[src/tcw_pkg.sv]
// Shared types, codes and width helpers for the texel coordinate wrap unit.
package tcw_pkg;

  localparam int DEF_MAX_SIZE   = 16384;
  localparam int DEF_COORD_BITS = 16;
  localparam int OUT_BITS       = 16;
  localparam int CFG_DATA_BITS  = 15;
  localparam int CFG_IDX_BITS   = 3;
  localparam int MODE_BITS      = 3;
  localparam int NUM_AXES       = 3;
  // remainder steps per divider stage
  localparam int DIV_STEP       = 4;

  typedef enum logic [MODE_BITS-1:0] {
    WRAP_REPEAT        = 3'd0,
    WRAP_BORDER        = 3'd1,
    WRAP_EDGE          = 3'd2,
    WRAP_MIRROR_REPEAT = 3'd3,
    WRAP_MIRROR_EDGE   = 3'd4
  } wrap_mode_t;

  typedef enum logic [CFG_IDX_BITS-1:0] {
    REG_MODE_X = 3'd0,
    REG_MODE_Y = 3'd1,
    REG_MODE_Z = 3'd2,
    REG_SIZE_X = 3'd3,
    REG_SIZE_Y = 3'd4,
    REG_SIZE_Z = 3'd5
  } cfg_reg_t;

  // divisor width: holds 2 * max_size
  function automatic int div_width(input int max_size);
    return $clog2(2 * max_size) + 1;
  endfunction

  // signed width of wrapped values and clamp arithmetic
  function automatic int val_width(input int max_size, input int coord_bits);
    int w;
    w = div_width(max_size) + 1;
    if (coord_bits + 1 > w) w = coord_bits + 1;
    if (OUT_BITS > w) w = OUT_BITS;
    return w;
  endfunction

endpackage

[src/tcw_if.sv]
// Handshake channel interfaces: coordinate input, result output, config write.
interface tcw_coord_if #(parameter int COORD_BITS = 16);
  logic                         valid;
  logic                         ready;
  logic signed [COORD_BITS-1:0] coord_x;
  logic signed [COORD_BITS-1:0] coord_y;
  logic signed [COORD_BITS-1:0] coord_z;

  modport source (output valid, coord_x, coord_y, coord_z, input ready);
  modport sink (input valid, coord_x, coord_y, coord_z, output ready);
endinterface

interface tcw_result_if;
  import tcw_pkg::*;
  logic                       valid;
  logic                       ready;
  logic signed [OUT_BITS-1:0] wrapped_x;
  logic signed [OUT_BITS-1:0] wrapped_y;
  logic signed [OUT_BITS-1:0] wrapped_z;
  logic                       on_border;

  modport source (output valid, wrapped_x, wrapped_y, wrapped_z, on_border, input ready);
  modport sink (input valid, wrapped_x, wrapped_y, wrapped_z, on_border, output ready);
endinterface

interface tcw_cfg_if;
  import tcw_pkg::*;
  logic                     valid;
  logic                     ready;
  logic [CFG_IDX_BITS-1:0]  index;
  logic [CFG_DATA_BITS-1:0] data;

  modport source (output valid, index, data, input ready);
  modport sink (input valid, index, data, output ready);
endinterface

[src/tcw_axis.sv]
// One axis of the wrap pipeline: entry, pipelined remainder, sign fix, mode select.
module tcw_axis import tcw_pkg::*; #(
  parameter int MAX_SIZE   = DEF_MAX_SIZE,
  parameter int COORD_BITS = DEF_COORD_BITS,
  parameter int DW         = div_width(MAX_SIZE),
  parameter int XW         = val_width(MAX_SIZE, COORD_BITS)
) (
  input  logic                         clk,
  input  logic                         en,
  input  wrap_mode_t                   mode,
  input  logic [DW-1:0]                size,
  input  logic signed [COORD_BITS-1:0] coord,
  output logic signed [XW-1:0]         wrapped,
  output logic [DW-1:0]                size_out
);

  localparam int NDIV = (COORD_BITS + DIV_STEP - 1) / DIV_STEP;
  localparam int MPW  = NDIV * DIV_STEP;

  // entry stage logic
  logic signed [XW-1:0] cx;
  logic signed [XW-1:0] sx;
  logic signed [XW-1:0] abs_x;
  logic signed [XW-1:0] clmp_nxt;
  logic [DW-1:0]        dvsr_nxt;
  logic                 neg;

  // per-stage registers; index 0 is the entry register
  logic [MPW-1:0]       mag_r  [NDIV];
  logic [DW-1:0]        rem_r  [NDIV+1];
  logic [DW-1:0]        dvsr_r [NDIV+1];
  logic [DW-1:0]        size_r [NDIV+1];
  wrap_mode_t           mode_r [NDIV+1];
  logic                 neg_r  [NDIV+1];
  logic signed [XW-1:0] clmp_r [NDIV+1];

  always_comb begin
    cx    = XW'(coord);
    sx    = signed'(XW'(size));
    neg   = coord[COORD_BITS-1];
    abs_x = neg ? -cx : cx;
    dvsr_nxt = (mode == WRAP_MIRROR_REPEAT) ? {size[DW-2:0], 1'b0} : size;
    unique case (mode)
      WRAP_BORDER: begin
        if (cx < -XW'(1))       clmp_nxt = -XW'(1);
        else if (cx > sx)       clmp_nxt = sx;
        else                    clmp_nxt = cx;
      end
      WRAP_EDGE: begin
        if (neg)                      clmp_nxt = '0;
        else if (cx > sx - XW'(1))    clmp_nxt = sx - XW'(1);
        else                          clmp_nxt = cx;
      end
      WRAP_MIRROR_EDGE: begin
        // mirror of a negative a is -(1+a), i.e. ~a
        if (neg) begin
          if (~cx > sx - XW'(1))      clmp_nxt = sx - XW'(1);
          else                        clmp_nxt = ~cx;
        end else if (cx > sx - XW'(1)) begin
          clmp_nxt = sx - XW'(1);
        end else begin
          clmp_nxt = cx;
        end
      end
      default:                  clmp_nxt = cx;
    endcase
  end

  always_ff @(posedge clk) begin
    if (en) begin
      mag_r[0]  <= MPW'(unsigned'(abs_x));
      rem_r[0]  <= '0;
      dvsr_r[0] <= dvsr_nxt;
      size_r[0] <= size;
      mode_r[0] <= mode;
      neg_r[0]  <= neg;
      clmp_r[0] <= clmp_nxt;
    end
  end

  // restoring remainder, DIV_STEP magnitude bits per stage, MSB first
  for (genvar k = 1; k <= NDIV; k++) begin : g_div
    logic [DW-1:0]  rem_c;
    logic [MPW-1:0] mag_c;
    logic [DW:0]    trial;

    always_comb begin
      rem_c = rem_r[k-1];
      mag_c = mag_r[k-1];
      trial = '0;
      for (int j = 0; j < DIV_STEP; j++) begin
        trial = {rem_c, mag_c[MPW-1]};
        if (trial >= {1'b0, dvsr_r[k-1]}) trial = trial - {1'b0, dvsr_r[k-1]};
        rem_c = trial[DW-1:0];
        mag_c = mag_c << 1;
      end
    end

    always_ff @(posedge clk) begin
      if (en) begin
        rem_r[k]  <= rem_c;
        dvsr_r[k] <= dvsr_r[k-1];
        size_r[k] <= size_r[k-1];
        mode_r[k] <= mode_r[k-1];
        neg_r[k]  <= neg_r[k-1];
        clmp_r[k] <= clmp_r[k-1];
      end
    end

    if (k < NDIV) begin : g_mag
      always_ff @(posedge clk) begin
        if (en) mag_r[k] <= mag_c;
      end
    end
  end

  // sign fix: positive modulo of a negative coordinate
  logic [DW-1:0]        fix_nxt;
  logic [DW-1:0]        fix_r;
  logic [DW-1:0]        fdvsr_r;
  logic [DW-1:0]        fsize_r;
  wrap_mode_t           fmode_r;
  logic signed [XW-1:0] fclmp_r;

  assign fix_nxt = (neg_r[NDIV] && rem_r[NDIV] != '0) ? dvsr_r[NDIV] - rem_r[NDIV]
                                                      : rem_r[NDIV];

  always_ff @(posedge clk) begin
    if (en) begin
      fix_r   <= fix_nxt;
      fdvsr_r <= dvsr_r[NDIV];
      fsize_r <= size_r[NDIV];
      fmode_r <= mode_r[NDIV];
      fclmp_r <= clmp_r[NDIV];
    end
  end

  // mode select; mirrored repeat folds m >= size back as 2*size-1-m
  logic [DW-1:0]        mir;
  logic signed [XW-1:0] wrapped_nxt;
  logic signed [XW-1:0] wrapped_r;
  logic [DW-1:0]        osize_r;

  always_comb begin
    mir = (fix_r < fsize_r) ? fix_r : fdvsr_r - DW'(1) - fix_r;
    unique case (fmode_r)
      WRAP_MIRROR_REPEAT: wrapped_nxt = signed'(XW'(mir));
      WRAP_BORDER,
      WRAP_EDGE,
      WRAP_MIRROR_EDGE:   wrapped_nxt = fclmp_r;
      default:            wrapped_nxt = signed'(XW'(fix_r));
    endcase
  end

  always_ff @(posedge clk) begin
    if (en) begin
      wrapped_r <= wrapped_nxt;
      osize_r   <= fsize_r;
    end
  end

  assign wrapped  = wrapped_r;
  assign size_out = osize_r;

endmodule

[src/texel_coordinate_wrap_unit.sv]
// Top level of the texel coordinate wrap unit: config registers, axis pipelines, handshake.
//
//  channel   dir  handshake               word
//  in_chan   in   valid/ready             coord_x, coord_y, coord_z
//  out_chan  out  valid/ready             wrapped_x, wrapped_y, wrapped_z, on_border
//  cfg_chan  in   valid/ready (ready = 1) index, data
//
// One word per cycle unless an output word that is not taken stalls the pipeline;
// the remainder pipeline takes four bits per stage.
// Reset clears the valid bits and sets modes to repeat, sizes to 1.
// A stall at the output freezes every stage at once; nothing is dropped or repeated.
module texel_coordinate_wrap_unit import tcw_pkg::*; #(
  parameter int MAX_SIZE   = DEF_MAX_SIZE,
  parameter int COORD_BITS = DEF_COORD_BITS
) (
  input  logic         clk,
  input  logic         rst_n,
  tcw_cfg_if.sink      cfg_chan,
  tcw_coord_if.sink    in_chan,
  tcw_result_if.source out_chan
);

  localparam int DW   = div_width(MAX_SIZE);
  localparam int XW   = val_width(MAX_SIZE, COORD_BITS);
  localparam int NDIV = (COORD_BITS + DIV_STEP - 1) / DIV_STEP;
  localparam int LAT  = NDIV + 3;

  // configuration, sizes held already limited to 1..MAX_SIZE
  wrap_mode_t    cmode_r [NUM_AXES];
  logic [DW-1:0] csize_r [NUM_AXES];
  logic [DW-1:0] size_wr;
  wrap_mode_t    mode_wr;

  always_comb begin
    mode_wr = wrap_mode_t'(cfg_chan.data[MODE_BITS-1:0]);
    if (cfg_chan.data == '0)                      size_wr = DW'(1);
    else if (32'(cfg_chan.data) > 32'(MAX_SIZE))  size_wr = DW'(MAX_SIZE);
    else                                          size_wr = DW'(cfg_chan.data);
  end

  always_ff @(posedge clk) begin
    if (!rst_n) begin
      for (int k = 0; k < NUM_AXES; k++) begin
        cmode_r[k] <= WRAP_REPEAT;
        csize_r[k] <= DW'(1);
      end
    end else if (cfg_chan.valid) begin
      unique case (cfg_reg_t'(cfg_chan.index))
        REG_MODE_X: cmode_r[0] <= mode_wr;
        REG_MODE_Y: cmode_r[1] <= mode_wr;
        REG_MODE_Z: cmode_r[2] <= mode_wr;
        REG_SIZE_X: csize_r[0] <= size_wr;
        REG_SIZE_Y: csize_r[1] <= size_wr;
        REG_SIZE_Z: csize_r[2] <= size_wr;
        default: ;
      endcase
    end
  end

  assign cfg_chan.ready = 1'b1;

  // pipeline advance and valid chain
  logic           en;
  logic [LAT-1:0] v_r;

  assign en            = !v_r[LAT-1] || out_chan.ready;
  assign in_chan.ready = en;

  always_ff @(posedge clk) begin
    if (!rst_n) v_r <= '0;
    else if (en) v_r <= {v_r[LAT-2:0], in_chan.valid};
  end

  logic signed [COORD_BITS-1:0] coord_a [NUM_AXES];
  logic signed [XW-1:0]         w_a     [NUM_AXES];
  logic [DW-1:0]                s_a     [NUM_AXES];
  logic [NUM_AXES-1:0]          bd;
  logic [NUM_AXES-1:0]          in_rng;

  assign coord_a[0] = in_chan.coord_x;
  assign coord_a[1] = in_chan.coord_y;
  assign coord_a[2] = in_chan.coord_z;

  for (genvar k = 0; k < NUM_AXES; k++) begin : g_axis
    tcw_axis #(
      .MAX_SIZE   (MAX_SIZE),
      .COORD_BITS (COORD_BITS),
      .DW         (DW),
      .XW         (XW)
    ) u_axis (
      .clk      (clk),
      .en       (en),
      .mode     (cmode_r[k]),
      .size     (csize_r[k]),
      .coord    (coord_a[k]),
      .wrapped  (w_a[k]),
      .size_out (s_a[k])
    );

    // size travels with the word, so the flag matches the size it was wrapped with
    assign bd[k]     = (w_a[k] == '1) || (w_a[k] == signed'(XW'(s_a[k])));
    assign in_rng[k] = (w_a[k] == '1) || (!w_a[k][XW-1] && XW'(s_a[k]) >= XW'(w_a[k]));
  end

  assign out_chan.valid     = v_r[LAT-1];
  assign out_chan.wrapped_x = w_a[0][OUT_BITS-1:0];
  assign out_chan.wrapped_y = w_a[1][OUT_BITS-1:0];
  assign out_chan.wrapped_z = w_a[2][OUT_BITS-1:0];
  assign out_chan.on_border = |bd;

  a_out_range: assert property (@(posedge clk) disable iff (!rst_n)
    v_r[LAT-1] |-> (&in_rng))
    else $error("wrapped coordinate outside -1..size");

  a_stall_hold: assert property (@(posedge clk) disable iff (!rst_n)
    !en |=> $stable(v_r))
    else $error("pipeline moved during stall");

  a_advance: assert property (@(posedge clk) disable iff (!rst_n)
    en && v_r[LAT-2] |=> v_r[LAT-1])
    else $error("word lost on its way to the output register");

endmodule

[src/flat_wrapper.sv]
// flat-port wrapper written by rule: the top's interface ports become plain ports
module texel_coordinate_wrap_unit_flat import tcw_pkg::*;
#(
  parameter int MAX_SIZE   = DEF_MAX_SIZE,
  parameter int COORD_BITS = DEF_COORD_BITS
)
  (clk, rst_n, cfg_chan_valid, cfg_chan_index, cfg_chan_data, cfg_chan_ready, in_chan_valid, in_chan_coord_x, in_chan_coord_y, in_chan_coord_z, in_chan_ready, out_chan_valid, out_chan_wrapped_x, out_chan_wrapped_y, out_chan_wrapped_z, out_chan_on_border, out_chan_ready);
  tcw_cfg_if cfg_chan_i ();
  tcw_coord_if #(.COORD_BITS(COORD_BITS)) in_chan_i ();
  tcw_result_if out_chan_i ();
  input  logic clk;
  input  logic rst_n;
  input wire logic [$bits(cfg_chan_i.valid)-1:0] cfg_chan_valid;
  input wire logic [$bits(cfg_chan_i.index)-1:0] cfg_chan_index;
  input wire logic [$bits(cfg_chan_i.data)-1:0] cfg_chan_data;
  output wire logic [$bits(cfg_chan_i.ready)-1:0] cfg_chan_ready;
  input wire logic [$bits(in_chan_i.valid)-1:0] in_chan_valid;
  input wire logic [$bits(in_chan_i.coord_x)-1:0] in_chan_coord_x;
  input wire logic [$bits(in_chan_i.coord_y)-1:0] in_chan_coord_y;
  input wire logic [$bits(in_chan_i.coord_z)-1:0] in_chan_coord_z;
  output wire logic [$bits(in_chan_i.ready)-1:0] in_chan_ready;
  output wire logic [$bits(out_chan_i.valid)-1:0] out_chan_valid;
  output wire logic [$bits(out_chan_i.wrapped_x)-1:0] out_chan_wrapped_x;
  output wire logic [$bits(out_chan_i.wrapped_y)-1:0] out_chan_wrapped_y;
  output wire logic [$bits(out_chan_i.wrapped_z)-1:0] out_chan_wrapped_z;
  output wire logic [$bits(out_chan_i.on_border)-1:0] out_chan_on_border;
  input wire logic [$bits(out_chan_i.ready)-1:0] out_chan_ready;
  assign cfg_chan_i.valid = cfg_chan_valid;
  assign cfg_chan_i.index = cfg_chan_index;
  assign cfg_chan_i.data = cfg_chan_data;
  assign cfg_chan_ready = cfg_chan_i.ready;
  assign in_chan_i.valid = in_chan_valid;
  assign in_chan_i.coord_x = in_chan_coord_x;
  assign in_chan_i.coord_y = in_chan_coord_y;
  assign in_chan_i.coord_z = in_chan_coord_z;
  assign in_chan_ready = in_chan_i.ready;
  assign out_chan_valid = out_chan_i.valid;
  assign out_chan_wrapped_x = out_chan_i.wrapped_x;
  assign out_chan_wrapped_y = out_chan_i.wrapped_y;
  assign out_chan_wrapped_z = out_chan_i.wrapped_z;
  assign out_chan_on_border = out_chan_i.on_border;
  assign out_chan_i.ready = out_chan_ready;
  texel_coordinate_wrap_unit #(.MAX_SIZE(MAX_SIZE), .COORD_BITS(COORD_BITS)) u_core (.clk(clk), .rst_n(rst_n), .cfg_chan(cfg_chan_i), .in_chan(in_chan_i), .out_chan(out_chan_i));
endmodule
[config.mk]
export PLATFORM = sky130hd
export DESIGN_NAME = texel_coordinate_wrap_unit_flat
export DESIGN_NICKNAME = d
export VERILOG_FILES = /design/src/tcw_pkg.sv /design/src/tcw_if.sv /design/src/tcw_axis.sv /design/src/texel_coordinate_wrap_unit.sv /design/src/flat_wrapper.sv
export SDC_FILE = /design/constraint.sdc
export NUM_CORES = 2
export LEC_CHECK = 0
export ABC_CLOCK_PERIOD_IN_PS = 70700
export BUFFER_PORTS_ARGS = -buffer_cell sky130_fd_sc_hd__buf_2
export CORE_AREA = 2 2 316 631
export CTS_BUF_LIST = sky130_fd_sc_hd__clkbuf_4 sky130_fd_sc_hd__clkbuf_8
export DETAILED_ROUTE_END_ITERATION = 12
export DIE_AREA = 0 0 318 633
export GPL_ROUTABILITY_DRIVEN = 0
export PLACE_DENSITY = 0.66
export SLEW_MARGIN = 10
export SYNTH_ARGS = -nofsm -noshare
export SYNTH_HDL_FRONTEND = slang
export SYNTH_HIERARCHICAL = 1
export SYNTH_SLANG_ARGS = --single-unit
[constraint.sdc]
create_clock -name clk -period 70.7 [get_ports clk]
set_input_delay 14.14 -clock clk [delete_from_list [all_inputs] [get_ports clk]]
set_output_delay 14.14 -clock clk [all_outputs]
set_load 0.01 [all_outputs]
; ---- Word-level counts from Yosys, hierarchy flattened
; Memories as Yosys holds them, arrays and structs flattened. A register that Yosys moved wholly into a read port is not among the register bits.
; Index checks and enable logic that the tools add are counted.
[totals]
register_bits = 202
ramBits = 1284
output_inout_bits = 52
elab_cells = 343
n_memories = 23
[mem_list]
columns = memory, depth, word_bits, rd, rd_clocked_by_memory_dff, wr, line
row1 = u_core.g_axis[0].u_axis.clmp_r, 5, 17, 5, 1, 5, tcw_axis.sv:35  ; logic signed [XW-1:0] clmp_r [NDIV+1];
row2 = u_core.g_axis[1].u_axis.clmp_r, 5, 17, 5, 1, 5, tcw_axis.sv:35
row3 = u_core.g_axis[2].u_axis.clmp_r, 5, 17, 5, 1, 5, tcw_axis.sv:35
row4 = u_core.g_axis[0].u_axis.dvsr_r, 5, 16, 5, 0, 5, tcw_axis.sv:31  ; logic [DW-1:0] dvsr_r [NDIV+1];
row5 = u_core.g_axis[0].u_axis.rem_r, 5, 16, 5, 0, 5, tcw_axis.sv:30  ; logic [DW-1:0] rem_r [NDIV+1];
row6 = u_core.g_axis[0].u_axis.size_r, 5, 16, 5, 1, 5, tcw_axis.sv:32  ; logic [DW-1:0] size_r [NDIV+1];
row7 = 17 more memories, n/a, n/a, n/a, n/a, n/a, n/a
[op_classes]
addsub = 63
magnitude_cmp = 64
n_eq_ne = 35
mux = 119
bitwise = 9
n_reduce_logical = 17
[ops]
columns = cell, n
row1 = two-way mux 16 bit, 64
row2 = subtractor 16 bit, 54
row3 = greater-or-equal comparator 17 x 16 -> 1 bit, 48
row4 = two-way mux 17 bit, 18
row5 = one-hot mux 17 bit (3 select lines), 3
row6 = > comparator 16 x 17 -> 1 bit, 6
row7 = one-hot mux 17 bit (2 select lines), 3
row8 = equality test 17 bit, 3
row9 = equality test 17 bit (second input constant), 3
row10 = > comparator 17 bit, 3
row11 = inverter 16 -> 17 bit, 3
row12 = subtractor 16 x 1 -> 17 bit (second input constant), 3
row13 = less-than comparator 16 x 1 -> 1 bit (second input constant), 3
row14 = less-than comparator 16 bit, 3
row15 = negation 16 bit, 3
row16 = nonzero test 16 bit, 3
row17 = subtractor 16 x 1 -> 16 bit (second input constant), 3
row18 = equality test 3 x 2 -> 1 bit (second input constant), 14
row19 = two-way mux 1 bit, 27
row20 = equality test 3 bit (second input constant), 8
row21 = equality test 3 x 1 -> 1 bit (second input constant), 7
row22 = > comparator 15 bit (second input constant), 1
row23 = logical NOT 15 bit, 1
row24 = two-way mux 15 bit, 1
row25 = 7 further kinds, 22

; ---- Logic depth before layout (Yosys ltp)
; An unclocked memory read counts as a cell.
[depth]
depth_word = 9
mapped_depth = 51

; ---- Cells and area by module
; Netlist, hierarchy kept.
[by_module_without_submodules]
columns = mod, instances, cells_each, area_each_um2, seq_area_each_um2
row1 = tcw_axis at u_core.g_axis[1].u_axis, 1, 3144, 33310.7, 14113.5
row2 = tcw_axis at u_core.g_axis[0].u_axis, 1, 3113, 32989.1, 14113.5
row3 = tcw_axis at u_core.g_axis[2].u_axis, 1, 3071, 32601.3, 14113.5
row4 = texel_coordinate_wrap_unit, 1, 222, 2819.0, 1761.7

; ---- Worst setup path before layout
; Ideal clock, no wire load.
[synth_timing]
kind = in2out
startpoint = input out_chan_ready
endpoint = output in_chan_ready
t_arrival_ns = 41.507
required_ns = 56.560
slack_ns = 15.053
cell_stages = 3
n_path_buf = 1
path_cell_list = nor2b_1 > clkbuf_1 > inv_1
[synth_via]
elab_chain_cells = 1
[synth_rtl]
columns = item, line
row1 = "start, declared", flat_wrapper.sv:27  ; input wire logic [$bits(out_chan_i.ready)-1:0] out_chan_ready;
row2 = logical OR 1 bit, texel_coordinate_wrap_unit.sv:66  ; assign en = !v_r[LAT-1] || out_chan.ready;
row3 = "end, declared", flat_wrapper.sv:21  ; output wire logic [$bits(in_chan_i.ready)-1:0] in_chan_ready;
; Every way passes these cells.

; ---- Final worst setup path
; Ends and elaborated chain as after synthesis.

==> impl_summary.log <==
INFO  metric outcome = finished clean
INFO  metric cts.hold.buffers_added = 0
INFO  metric path_cells = buf_2 -> nor2b_1 -> inv_8 -> buf_2
INFO  metric setup.worst_path.start_class = input pin
INFO  metric slew_viol_final = 0
INFO  metric post_cts.repair.setup_buffers = 0
INFO  metric cp_num_buf_inv = 3
INFO  metric synth_cells = 9,550
INFO  metric core_area = 0.1960 sq mm
INFO  metric grt_overflow = 0
INFO  metric critical_path.max_fanout = 110
INFO  metric critical_path.endpoint_type = output pin
INFO  metric timing.max_slew.rel_slack = 0.2221
INFO  metric floorplan.rows = 230
INFO  metric setup.worst_path.class = in2out
INFO  metric slowest_stage_delay_on_critical_path = 0.57 ns
INFO  metric timing_worst_slew_pin_value = 1.160 ns
INFO  metric synth.lib_cells_used.distinct = 129
INFO  metric worstPathArrival = 15.65 ns
INFO  metric antenna_violations_before_repair = 27
INFO  metric yosys_warn_count = 6
INFO  metric clockBufferDepth = 4
INFO  metric postSynthRegisterBits = 1,471
INFO  metric htreeDepth = 4
INFO  metric syn-cell-area = 0.1017 sq mm
INFO  metric clkSinkCount = 1,471
INFO  metric fin_worst_skew = 0.07825 ns
INFO  metric first_global_vias = roughly 79,000
INFO  metric cell_with_the_biggest_individual_delay_on_the_critical_path = nor2b_1
INFO  metric final_period_minus_worst_setup_slack = 29.79 ns
INFO  metric first_pass_grt_wire_length = around 420,000 um
INFO  metric drt-pass1-iter-count = 6
INFO  metric synth_edf_count = 1,464
INFO  metric synth-async-reset-ratio = 0
INFO  metric fmax = 33.57 MHz
INFO  metric io_buffers = ~120
INFO  metric clk-insertion-delay-late = 0.95 ns
INFO  metric crit_family = buffers and inverters
INFO  metric drt-initial-drc-count = 4,637
INFO  metric timing.critical_path.mode_cell = buf_2
INFO  metric drt-vias-per-instance = slightly above 6
INFO  metric post_synth.cell_area_avg = approximately 11 sq um
INFO  metric flow.area_growth_from_synthesis = 7.689%
INFO  metric drt_wl_total = around 280,000 um
INFO  metric antenna_left = 0
INFO  metric route.detailed.drc = 0
INFO  metric final.fill_count = 16,650
INFO  metric cts_tree = built
INFO  metric die_area = around 0.20 sq mm
INFO  metric maxCapViolCount = 0
INFO  metric ioPinCount = 123
INFO  metric prevailing_post_synth_register_cell = edfxtp_1
INFO  metric ys_seq_area_frac = 0.4336
INFO  metric timing.setup.tns = 0 ns
INFO  metric mostFrequentLayoutCell = edfxtp_1
INFO  metric worst_setup_hold_path_clk_slew = 0.07 ns
INFO  metric hold_path.class = reg2reg
INFO  metric cts.root.buffer_cell = clkbuf_8
INFO  metric dpl_hpwl = between 200,000 and 250,000 um
INFO  metric layout_cell_share_with_drive_strength_beyond_1 = 0.1054
INFO  metric multi_input_area = about 0.054 sq mm
INFO  metric grt_max_degree = 201
INFO  metric post_cts.resized_instances = 0
INFO  metric finalSetupViolations = 0
INFO  metric floorplan.die.width = ~320 um
INFO  metric floorplan.die.height = 633 um
INFO  metric post-route-period-util = 0.4214
INFO  metric numCtsBuffers = 208
INFO  metric crit_required = around 57 ns
INFO  metric rsz_0062_raised_after_global_routing = no
INFO  metric routed-via-count = 76,200
INFO  metric sequential_cell_area = 0.04410 sq mm
INFO  metric most_frequent_cells_in_the_layout = edfxtp_1, ha_1, inv_1
INFO  metric final_nets = roughly 11,000
INFO  metric initial_core_util = 0.5190
INFO  metric wl_per_cell = 22.27 um
INFO  metric grt_usage = 0.2702
INFO  metric final_hold_viol_count = 0
[through the flow]
step           setup WS (ns)    util  hold WS [ns]  std cells  cell area (sq um)
6_report               40.91  0.5590        0.3406      12490             109500
5_1_grt                40.74  0.5588        0.3074      12480             109500
4_1_cts                40.92  0.5587        0.3011      12480             109500
3_5_place_dp           40.92  0.5371        0.4045      12110             105300
3_3_place_gp           40.94  0.5371        0.4003      12110             105300
2_1_floorplan          15.05       -        0.4003       9566             101800
[path summary, 6_finish.rpt]
kind	startpoint	endpoint	slack [ns]	cells after the start
max	out_chan_ready	in_chan_ready	40.91	4
min	u_core/g_axis[1].u_axis/clmp_r[1][13]$_DFFE_PP_	u_core/g_axis[1].u_axis/clmp_r[2][13]$_DFFE_PP_	0.34	0
max reg2reg	u_core/g_axis[1].u_axis/dvsr_r[2][1]$_DFFE_PP_	u_core/g_axis[1].u_axis/rem_r[0][47]$_DFFE_PP_	57.29	41
min reg2reg	u_core/g_axis[1].u_axis/clmp_r[1][13]$_DFFE_PP_	u_core/g_axis[1].u_axis/clmp_r[2][13]$_DFFE_PP_	0.34	0
[final cells by class]
cell class / instances / share of cell area
Tap cell: 2552 / 0.02915
Clock inverter: 123 / 0.009834
Antenna cell: 10 / 0.0002284
Inverter: 789 / 0.02710
Sequential cell: 1471 / 0.4026
Multi-Input combinational cell: 7129 / 0.4926
Clock buffer: 245 / 0.02890
Timing Repair Buffer: 173 / 0.009549
[layer usage]
layer  track usage  vias to the layer above  wire (um)
met5             0                        -        141
met4        0.2449                       24      28520
met3       0.04238                     1212      13180
met2        0.5122                     2409     146300
met1        0.2445                    36430      90140
li1              -                    36130          -
[cell usage after synthesis (all sizes together) (84+ instances only)]
cell type / n / area [sq um]
edfxtp: 1464 / 43960
ha: 1023 / 12800
inv: 788 / 2958
nand2: 621 / 2333
a21oi: 612 / 3093
nor2: 603 / 2271
o21ai: 522 / 2616
xnor2: 484 / 4239
mux2: 421 / 4880
a21o: 246 / 1847
xor2: 226 / 1979
nor3: 197 / 991.0
nand4: 173 / 1082
o21a: 163 / 1225
nor2b: 152 / 953.4
nand3: 141 / 710.7
clkbuf: 126 / 474.2
mux2i: 102 / 1028
nor4: 102 / 665.6
nand2b: 94 / 588.1
o21bai: 88 / 671.9
o31ai: 84 / 673.2
[logic make-up after synthesis]
kind of cell / synth area share
other cells: 0.00007383
flops: 0.4336
buf+inv: 0.03721
simple gates: 0.1161
xor+xnor: 0.06113
compound gates: 0.1580
mux: 0.05808
fa+ha+maj: 0.1359
[sequential cells by signal (all words and copies together) (netlist names), 15 cells and up]
name                           count
u_core/g_axis.u_axis/mag_r       120
u_core/g_axis.u_axis/neg_r        15
u_core/g_axis.u_axis/rem_r       192
u_core/g_axis.u_axis/dvsr_r      240
u_core/g_axis.u_axis/size_out     48
u_core/g_axis.u_axis/clmp_r      255
u_core/g_axis.u_axis/mode_r       45
u_core/csize_r                    45
u_core/g_axis.u_axis/wrapped      51
u_core/g_axis.u_axis/fsize_r      48
u_core/g_axis.u_axis/fdvsr_r      48
u_core/g_axis.u_axis/fix_r        48
u_core/g_axis.u_axis/fclmp_r      51
u_core/g_axis.u_axis/size_r      240
Power is not shown: default switching activity piles up to over one toggle a cycle in this logic, so the estimate is an artifact.
